**src/uri_percent_decoder_assert.svh**
```systemverilog
// Assertion macros shared by the percent decoder modules.
`ifndef URI_PERCENT_DECODER_ASSERT_SVH
`define URI_PERCENT_DECODER_ASSERT_SVH
`ifndef SYNTH
// Checked while reset is released.
`define UPD_ASSERT(lbl, clk, rstn, prop, msg) \
    lbl: assert property (@(posedge clk) disable iff (!rstn) prop) else $error(msg);
// Checked at every edge, reset included.
`define UPD_ASSERT_ALWAYS(lbl, clk, prop, msg) \
    lbl: assert property (@(posedge clk) prop) else $error(msg);
`else
`define UPD_ASSERT(lbl, clk, rstn, prop, msg)
`define UPD_ASSERT_ALWAYS(lbl, clk, prop, msg)
`endif
`endif

```
**src/upd_pkg.sv**
```systemverilog
// Types, constants and helper functions of the percent decoder.
package upd_pkg;

    localparam logic [7:0] PCT_CHAR = 8'h25;
    localparam logic [7:0] CH_0     = 8'h30;
    localparam logic [7:0] CH_9     = 8'h39;
    localparam logic [7:0] CH_LA    = 8'h61;
    localparam logic [7:0] CH_LF    = 8'h66;
    localparam logic [7:0] CH_UA    = 8'h41;
    localparam logic [7:0] CH_UF    = 8'h46;
    localparam int         HEX_TEN  = 10;

    // Number of command entries between the front and the back.
    localparam int QDEPTH  = 2;
    localparam int PTR_W   = (QDEPTH > 1) ? $clog2(QDEPTH) : 1;
    localparam int COUNT_W = $clog2(QDEPTH + 1);

    // Most bytes that one input byte can release.
    localparam int MAX_OUT = 3;
    localparam int CNT_W   = $clog2(MAX_OUT + 1);
    localparam int IDX_W   = $clog2(MAX_OUT);

    typedef enum logic [1:0] {
        PEND_NONE  = 2'd0,
        PEND_PCT   = 2'd1,
        PEND_DIGIT = 2'd2
    } t_pend;

    typedef struct packed {
        logic       valid;
        logic       upper;
        logic [3:0] value;
    } t_hex;

    // One group of output bytes; last applies to the final byte of the group.
    typedef struct packed {
        logic [CNT_W-1:0]            cnt;
        logic                        last;
        logic [MAX_OUT-1:0][7:0]     bytes;
    } t_cmd;

    function automatic t_hex hex_decode(input logic [7:0] c);
        t_hex h;
        h = '0;
        if (c >= CH_0 && c <= CH_9) begin
            h.valid = 1'b1;
            h.value = 4'(c - CH_0);
        end else if (c >= CH_LA && c <= CH_LF) begin
            h.valid = 1'b1;
            h.value = 4'(c - CH_LA) + 4'(HEX_TEN);
        end else if (c >= CH_UA && c <= CH_UF) begin
            h.valid = 1'b1;
            h.upper = 1'b1;
            h.value = 4'(c - CH_UA) + 4'(HEX_TEN);
        end
        return h;
    endfunction

    function automatic logic [7:0] digit_char(input logic [3:0] v, input logic upper);
        logic [7:0] ch;
        if (v < 4'(HEX_TEN)) begin
            ch = CH_0 + {4'b0000, v};
        end else begin
            ch = (upper ? CH_UA : CH_LA) + {4'b0000, v - 4'(HEX_TEN)};
        end
        return ch;
    endfunction

endpackage

```
**src/upd_in_if.sv**
```systemverilog
// Input channel carrying encoded text bytes.
interface upd_in_if;
    logic       valid;
    logic       ready;
    logic [7:0] byte_in;
    logic       end_of_text;

    modport source (output valid, output byte_in, output end_of_text, input ready);
    modport sink   (input valid, input byte_in, input end_of_text, output ready);
endinterface

```
**src/upd_out_if.sv**
```systemverilog
// Output channel carrying decoded bytes.
interface upd_out_if;
    logic       valid;
    logic       ready;
    logic [7:0] byte_out;
    logic       last_out;

    modport source (output valid, output byte_out, output last_out, input ready);
    modport sink   (input valid, input byte_out, input last_out, output ready);
endinterface

```
**src/upd_front.sv**
```systemverilog
// Front end: classifies each input byte and groups the output bytes it releases.
module upd_front (
    input  logic          i_clk,
    input  logic          i_rst_n,
    upd_in_if.sink        i_text,
    input  logic          i_q_ready,
    output logic          o_push,
    output upd_pkg::t_cmd o_cmd
);
    import upd_pkg::*;

    t_pend      r_pend;
    t_pend      n_pend;
    logic [3:0] r_nib;
    logic       r_upper;
    t_hex       hx;
    logic       accept;
    logic       idle_emits;
    logic       take_idle;
    logic       capture;
    logic [CNT_W-1:0] pre_cnt;
    logic [7:0] pre0;
    logic [7:0] pre1;

    assign hx         = hex_decode(i_text.byte_in);
    assign accept     = i_text.valid && i_q_ready;
    assign i_text.ready = i_q_ready;
    // A plain byte is passed on; a percent sign is held unless it ends the text.
    assign idle_emits = !(i_text.byte_in == PCT_CHAR && !i_text.end_of_text);
    assign capture    = (r_pend == PEND_PCT) && hx.valid && !i_text.end_of_text;

    always_ff @(posedge i_clk) begin
        if (!i_rst_n) begin
            r_pend <= PEND_NONE;
        end else if (accept) begin
            r_pend <= n_pend;
        end
    end

    always_ff @(posedge i_clk) begin
        if (accept && capture) begin
            r_nib   <= hx.value;
            r_upper <= hx.upper;
        end
    end

    always_comb begin
        n_pend = idle_emits ? PEND_NONE : PEND_PCT;
        unique case (r_pend)
            PEND_PCT: begin
                if (hx.valid) begin
                    n_pend = i_text.end_of_text ? PEND_NONE : PEND_DIGIT;
                end
            end
            PEND_DIGIT: begin
                if (hx.valid) begin
                    n_pend = PEND_NONE;
                end
            end
            default: begin
            end
        endcase
    end

    always_comb begin
        o_cmd      = '0;
        o_cmd.last = i_text.end_of_text;
        take_idle  = 1'b0;
        pre_cnt    = '0;
        pre0       = PCT_CHAR;
        pre1       = digit_char(r_nib, r_upper);
        unique case (r_pend)
            PEND_PCT: begin
                if (hx.valid) begin
                    if (i_text.end_of_text) begin
                        o_cmd.bytes[0] = PCT_CHAR;
                        o_cmd.bytes[1] = i_text.byte_in;
                        o_cmd.cnt      = CNT_W'(2);
                    end
                end else begin
                    pre_cnt   = CNT_W'(1);
                    take_idle = 1'b1;
                end
            end
            PEND_DIGIT: begin
                if (hx.valid) begin
                    o_cmd.bytes[0] = {r_nib, hx.value};
                    o_cmd.cnt      = CNT_W'(1);
                end else begin
                    pre_cnt   = CNT_W'(2);
                    take_idle = 1'b1;
                end
            end
            default: begin
                take_idle = 1'b1;
            end
        endcase
        if (take_idle) begin
            o_cmd.bytes[0]                 = pre0;
            o_cmd.bytes[1]                 = pre1;
            o_cmd.bytes[pre_cnt[IDX_W-1:0]] = i_text.byte_in;
            o_cmd.cnt                      = pre_cnt + CNT_W'(idle_emits);
        end
    end

    assign o_push = accept && (o_cmd.cnt != '0);

endmodule

```
**src/upd_cmd_fifo.sv**
```systemverilog
// Short command queue between the front end and the output serializer.
module upd_cmd_fifo (
    input  logic          i_clk,
    input  logic          i_rst_n,
    input  logic          i_push,
    input  upd_pkg::t_cmd i_cmd,
    output logic          o_ready,
    input  logic          i_pop,
    output logic          o_valid,
    output upd_pkg::t_cmd o_cmd
);
    import upd_pkg::*;

    `include "uri_percent_decoder_assert.svh"

    t_cmd               r_mem [QDEPTH];
    logic [PTR_W-1:0]   r_wr_ptr;
    logic [PTR_W-1:0]   r_rd_ptr;
    logic [COUNT_W-1:0] r_count;

    function automatic logic [PTR_W-1:0] ptr_inc(input logic [PTR_W-1:0] p);
        return (p == PTR_W'(QDEPTH - 1)) ? '0 : p + PTR_W'(1);
    endfunction

    assign o_ready = (r_count != COUNT_W'(QDEPTH));
    assign o_valid = (r_count != '0);
    assign o_cmd   = r_mem[r_rd_ptr];

    always_ff @(posedge i_clk) begin
        if (!i_rst_n) begin
            r_wr_ptr <= '0;
            r_rd_ptr <= '0;
            r_count  <= '0;
        end else begin
            if (i_push) begin
                r_wr_ptr <= ptr_inc(r_wr_ptr);
            end
            if (i_pop) begin
                r_rd_ptr <= ptr_inc(r_rd_ptr);
            end
            if (i_push && !i_pop) begin
                r_count <= r_count + COUNT_W'(1);
            end else if (!i_push && i_pop) begin
                r_count <= r_count - COUNT_W'(1);
            end
        end
    end

    always_ff @(posedge i_clk) begin
        if (i_push) begin
            r_mem[r_wr_ptr] <= i_cmd;
        end
    end

    `UPD_ASSERT(a_no_overflow, i_clk, i_rst_n, i_push |-> (r_count != COUNT_W'(QDEPTH)), "push into full queue")
    `UPD_ASSERT(a_no_underflow, i_clk, i_rst_n, i_pop |-> (r_count != '0), "pop from empty queue")
    `UPD_ASSERT(a_nonempty_cmd, i_clk, i_rst_n, i_push |-> (i_cmd.cnt != '0), "empty command queued")

endmodule

```
**src/upd_back.sv**
```systemverilog
// Output serializer: sends the bytes of each queued command one per transaction.
module upd_back (
    input  logic          i_clk,
    input  logic          i_rst_n,
    input  logic          i_valid,
    input  upd_pkg::t_cmd i_cmd,
    output logic          o_pop,
    upd_out_if.source     o_text
);
    import upd_pkg::*;

    `include "uri_percent_decoder_assert.svh"

    logic [IDX_W-1:0] r_idx;
    logic             at_end;
    logic             fire;

    assign at_end          = (CNT_W'(r_idx) == (i_cmd.cnt - CNT_W'(1)));
    assign fire            = i_valid && o_text.ready;
    assign o_pop           = fire && at_end;
    assign o_text.valid    = i_valid;
    assign o_text.byte_out = i_cmd.bytes[r_idx];
    assign o_text.last_out = i_cmd.last && at_end;

    always_ff @(posedge i_clk) begin
        if (!i_rst_n) begin
            r_idx <= '0;
        end else if (fire) begin
            r_idx <= at_end ? '0 : r_idx + IDX_W'(1);
        end
    end

    `UPD_ASSERT(a_idx_in_cmd, i_clk, i_rst_n, i_valid |-> (CNT_W'(r_idx) < i_cmd.cnt), "byte index past command")
    `UPD_ASSERT(a_idx_idle, i_clk, i_rst_n, !i_valid |-> (r_idx == '0), "byte index left over without a command")
    `UPD_ASSERT_ALWAYS(a_stall_hold, i_clk, (i_rst_n && i_valid && !o_text.ready) |=> (!i_rst_n || r_idx == $past(r_idx)), "byte index moved during stall")

endmodule

```
**src/uri_percent_decoder.sv**
```systemverilog
// A decoded byte is registered in the queue when the input byte that completes it is
// accepted. Throughput: one input byte per cycle; a broken escape releases up to three
// bytes, which the output serializer drains at one byte per cycle while the receiver
// is ready, through a two-entry queue. Input is stalled only while that queue is full.
// Reset (synchronous, active low) clears the escape state and empties the queue.
// Held digit registers and queue entries are not cleared.
module uri_percent_decoder (
    input  logic      i_clk,
    input  logic      i_rst_n,
    upd_in_if.sink    i_text,
    upd_out_if.source o_text
);
    import upd_pkg::*;

    // The front end classifies every byte at once and writes the bytes it releases
    // as one command into the queue; an escape prefix releases nothing yet.
    logic q_ready;
    logic q_push;
    t_cmd q_in;

    // The queue head stays in place until the serializer has sent its last byte,
    // so the two sides stall independently of each other.
    logic q_valid;
    logic q_pop;
    t_cmd q_head;

    upd_front u_front (
        .i_clk     (i_clk),
        .i_rst_n   (i_rst_n),
        .i_text    (i_text),
        .i_q_ready (q_ready),
        .o_push    (q_push),
        .o_cmd     (q_in)
    );

    upd_cmd_fifo u_fifo (
        .i_clk   (i_clk),
        .i_rst_n (i_rst_n),
        .i_push  (q_push),
        .i_cmd   (q_in),
        .o_ready (q_ready),
        .i_pop   (q_pop),
        .o_valid (q_valid),
        .o_cmd   (q_head)
    );

    // The serializer marks the end of the text on the final byte of the final command.
    upd_back u_back (
        .i_clk   (i_clk),
        .i_rst_n (i_rst_n),
        .i_valid (q_valid),
        .i_cmd   (q_head),
        .o_pop   (q_pop),
        .o_text  (o_text)
    );

endmodule

```
**src/flat_wrapper.sv**
```systemverilog
// flat-port wrapper written by rule: the top's interface ports become plain ports
module uri_percent_decoder_flat import upd_pkg::*;
  (i_clk, i_rst_n, i_text_valid, i_text_byte_in, i_text_end_of_text, i_text_ready, o_text_valid, o_text_byte_out, o_text_last_out, o_text_ready);
  upd_in_if i_text_i ();
  upd_out_if o_text_i ();
  input  logic i_clk;
  input  logic i_rst_n;
  input wire logic [$bits(i_text_i.valid)-1:0] i_text_valid;
  input wire logic [$bits(i_text_i.byte_in)-1:0] i_text_byte_in;
  input wire logic [$bits(i_text_i.end_of_text)-1:0] i_text_end_of_text;
  output wire logic [$bits(i_text_i.ready)-1:0] i_text_ready;
  output wire logic [$bits(o_text_i.valid)-1:0] o_text_valid;
  output wire logic [$bits(o_text_i.byte_out)-1:0] o_text_byte_out;
  output wire logic [$bits(o_text_i.last_out)-1:0] o_text_last_out;
  input wire logic [$bits(o_text_i.ready)-1:0] o_text_ready;
  assign i_text_i.valid = i_text_valid;
  assign i_text_i.byte_in = i_text_byte_in;
  assign i_text_i.end_of_text = i_text_end_of_text;
  assign i_text_ready = i_text_i.ready;
  assign o_text_valid = o_text_i.valid;
  assign o_text_byte_out = o_text_i.byte_out;
  assign o_text_last_out = o_text_i.last_out;
  assign o_text_i.ready = o_text_ready;
  uri_percent_decoder u_core (.i_clk(i_clk), .i_rst_n(i_rst_n), .i_text(i_text_i), .o_text(o_text_i));
endmodule
```
**config.mk**
```make
export PLATFORM = sky130hd
export DESIGN_NAME = uri_percent_decoder_flat
export DESIGN_NICKNAME = d
export VERILOG_FILES = /design/src/upd_pkg.sv /design/src/upd_in_if.sv /design/src/upd_out_if.sv /design/src/upd_front.sv /design/src/upd_cmd_fifo.sv /design/src/upd_back.sv /design/src/uri_percent_decoder.sv /design/src/flat_wrapper.sv
export VERILOG_INCLUDE_DIRS = /design/src /design/src/src
export SDC_FILE = /design/constraint.sdc
export NUM_CORES = 1
export LEC_CHECK = 0
export BUFFER_PORTS_ARGS = -buffer_cell sky130_fd_sc_hd__buf_2
export CAP_MARGIN = 10
export CORE_ASPECT_RATIO = 1.5
export CORE_MARGIN = 5
export CORE_UTILIZATION = 40
export CTS_BUF_LIST = sky130_fd_sc_hd__clkbuf_4
export DETAILED_ROUTE_END_ITERATION = 8
export HOLD_SLACK_MARGIN = 0.06
export PLACE_DENSITY = 0.54
export SLEW_MARGIN = 20
export SYNTH_ARGS = -nofsm -noshare
export SYNTH_HDL_FRONTEND = slang
export SYNTH_SLANG_ARGS = --single-unit
```
**constraint.sdc**
```tcl
create_clock -name i_clk -period 7.95 [get_ports i_clk]
set_input_delay 1.1925 -clock i_clk [delete_from_list [all_inputs] [get_ports i_clk]]
set_output_delay 1.1925 -clock i_clk [all_outputs]
set_load 0.005 [all_outputs]
```
==> metrics.cfg <==
[run_status]
outcome=complete, no violations

[synth]
synth_fa_ha_area_share_pct=3.522
ys.warnings.count=0
async_reset_ff_share_pct=0
syn_area_mm2=0.003552
synthSimpleGateAreaFrac_pct=11.52
synth_top_family_by_area=compound AO/OA/AOI/OAI gates
synth_ff_type=edfxtp_1
synth_cells=288
ys_types=55
synth_edf_count=59
synth_xor_area_share_pct=1.973
syn_area_per_cell_um2=12.33
synth_compound_area_share_pct=14.34
ys_ff_latch=68
ys_seq_area_share_pct=54.95
synthMuxAreaShare_pct=10.00
synth_nets=311

[clock_tree]
clockBufferDepth=2
numClockSinks=68
root_buffer=clkbuf_4
cts_setup_buffers=0
path_clk_slew_ps=110
htreeDepth=3
cts_hold_buffers=0
cts_buffers=9
cts_tree=yes
cts-resized-gates=0
insertion_delay_ps=400

[cells_and_area]
fin_nets=336
nFillCells=812
area_growth_pct=10.11
fin_cells=429
layout_commonest_cell=edfxtp_1
drive_gt1_share_pct=19.50
final_cell_mix=edfxtp_1, buf_2, inv_1

[sta]
finalCriticalPeriod_ps=4204
fmax_mhz=237.9
final_hold_viol_count=0
finClkSkew_ps=7.574
finalCritPeriodShare_pct=52.88
worst_pin_slew_ps=831.6
drv_slew=0
setup_viol=0
rsz0062_at_grt=no
max-slew-margin-rel_pct=44.13
tns_ps=0

[drt]
dr.pass1.iters=4
drt_wl_total_um=7670
drtIter0Drc=144
drc=0
routedWlPerCell_um=17.88
vias_per_cell=5.569
ant_nets=0
vias=2389

[hold_path]
holdPathStages=2
hold_class=reg -> reg

[worst_setup_path]
end_kind=flop
r2r_cells=9
critPathMaxFanout=27
critPathLaunchType=primary input
cp.required_ps=8020
criticalPathCategory=in -> reg
arrival_ps=4280

[global_route]
grt_pass1_wl_um=12270
antenna_found_initial=1
grt_use_total_pct=15.14
grt_max_degree=28
overflow=0
grt_pass1_vias=2279

[floorplan]
dieArea_mm2=0.01090
core.rowCount=42
core_mm2=0.008776
io_pins=24
dieWidth_um=86.95
die_h_um=125.4
initial_utilization_pct=40.48

[power]
pwr_density_cell_mw_per_mm2=225.6
p_leak_nw=1.380
peakVddDrop_mv=0.06592

[placement]
io_buffers=23
dp_cells=412
place_congestion=0.9043
dp_hpwl_um=5594

[run]
cap_violations=0

critical path, cell delays in order:
cell,delay (ps)
buf_2,170
inv_1,120
ha_1,230
nor3b_1,470
a311o_1,490
and3_1,260
ha_1,240
xnor2_1,140
nor4_1,70
a211oi_2,360
nor2b_2,200
buf_4,330
cell usage after synthesis (3+ instances only):
cell type / number / area share, %
edfxtp_1: 59 / 50
inv_1: 20 / 2.1
nand2_1: 19 / 2.0
o21ai_0: 18 / 2.5
mux2i_1: 16 / 4.5
nor2_1: 16 / 1.7
ha_1: 10 / 3.5
dfxtp_1: 9 / 5.1
a21oi_1: 8 / 1.1
and2_1: 8 / 1.4
mux4_2: 8 / 5.1
o22ai_1: 8 / 1.4
a22o_1: 6 / 1.5
clkbuf_1: 6 / 0.63
nand2b_1: 5 / 0.88
nor3_1: 5 / 0.70
xor2_1: 5 / 1.2
a32o_1: 4 / 1.1
nor4_1: 4 / 0.70
a31oi_1: 3 / 0.53
buf_2: 3 / 0.42
nor3b_1: 3 / 0.63
o2bb2ai_1: 3 / 0.74
xnor2_1: 3 / 0.74
kinds of logic (layout without fill, tap and decap cells):
kind of cell / count (synthesis) / after routing
simple gates: 76 / 76
compound gates: 69 / 69
flops: 68 / 68
buf+inv: 32 / 62
mux: 25 / 25
fa+ha+maj: 10 / 10
xor+xnor: 8 / 8
other cells: 0 / 1
sequential cells by signal (all words and copies together), names as in the netlist, named ones only:
register / flops
u_core.u_back.r_idx: 2
u_core.u_fifo.r_count: 2
u_core.u_fifo.r_mem: 54
u_core.u_fifo.r_rd_ptr: 1
u_core.u_fifo.r_wr_ptr: 1
u_core.u_front.r_nib: 4
u_core.u_front.r_pend: 2
u_core.u_front.r_upper: 1
final timing paths:
kind | startpoint | slack [ps] | endpoint
hold / removal | u_core.u_fifo.r_wr_ptr | 510 | u_core.u_fifo.r_wr_ptr
setup / recovery | i_text_byte_in[1] | 3750 | u_core.u_fifo.r_mem[0][13]
setup reg to reg | u_core.u_front.r_pend[1] | 5200 | u_core.u_fifo.r_mem[0][13]
hold reg to reg | u_core.u_fifo.r_wr_ptr | 510 | u_core.u_fifo.r_wr_ptr
report_power, final:
part           switching, mW  internal, mW  leakage [nW]
Clock                  0.122        0.0941        0.0693
Combinational          0.107        0.0993         0.689
Sequential            0.0212         0.439         0.622
Total                  0.249         0.633          1.38
area by class of cell:
class                   instances  area [µm²]  area share, %
repair buffers                 26       137.6          3.519
flip-flops and latches         68        1952          49.90
multi-input cells             188        1471          37.62
clock inverters                 7       67.56          1.727
diodes                          1       2.502        0.06398
well taps                     110       137.6          3.519
clock buffers                   9       67.56          1.727
inverters                      20       75.07          1.919
stage by stage:
step                      hold slack, ps  cell area, µm²  total power, mW  setup WS, ps  utilization, %
after global routing               542.6            3911           0.9407          3483           44.57
after global placement             486.4            3774           0.6784          3424           43.00
after floorplan                    451.4            3552           0.6129          3078               -
final                              507.2            3911           0.8823          3746           44.57
after detailed placement           493.4            3774           0.6806          3317           43.00
after CTS                          515.1            3909           0.8965          3770           44.54
layer usage:
layer / vias up / share of wire, % / wire length [µm] / track usage, %
li1: 1148 / - / - / -
met1: 1170 / 42 / 3207 / 18.91
met2: 56 / 52 / 3980 / 24.07
met3: 15 / 3.1 / 238 / 2.897
met4: 0 / 3.2 / 244 / 8.624
met5: - / 0 / 0 / 0
No activity file was read; power rests on OpenSTA's default activity.
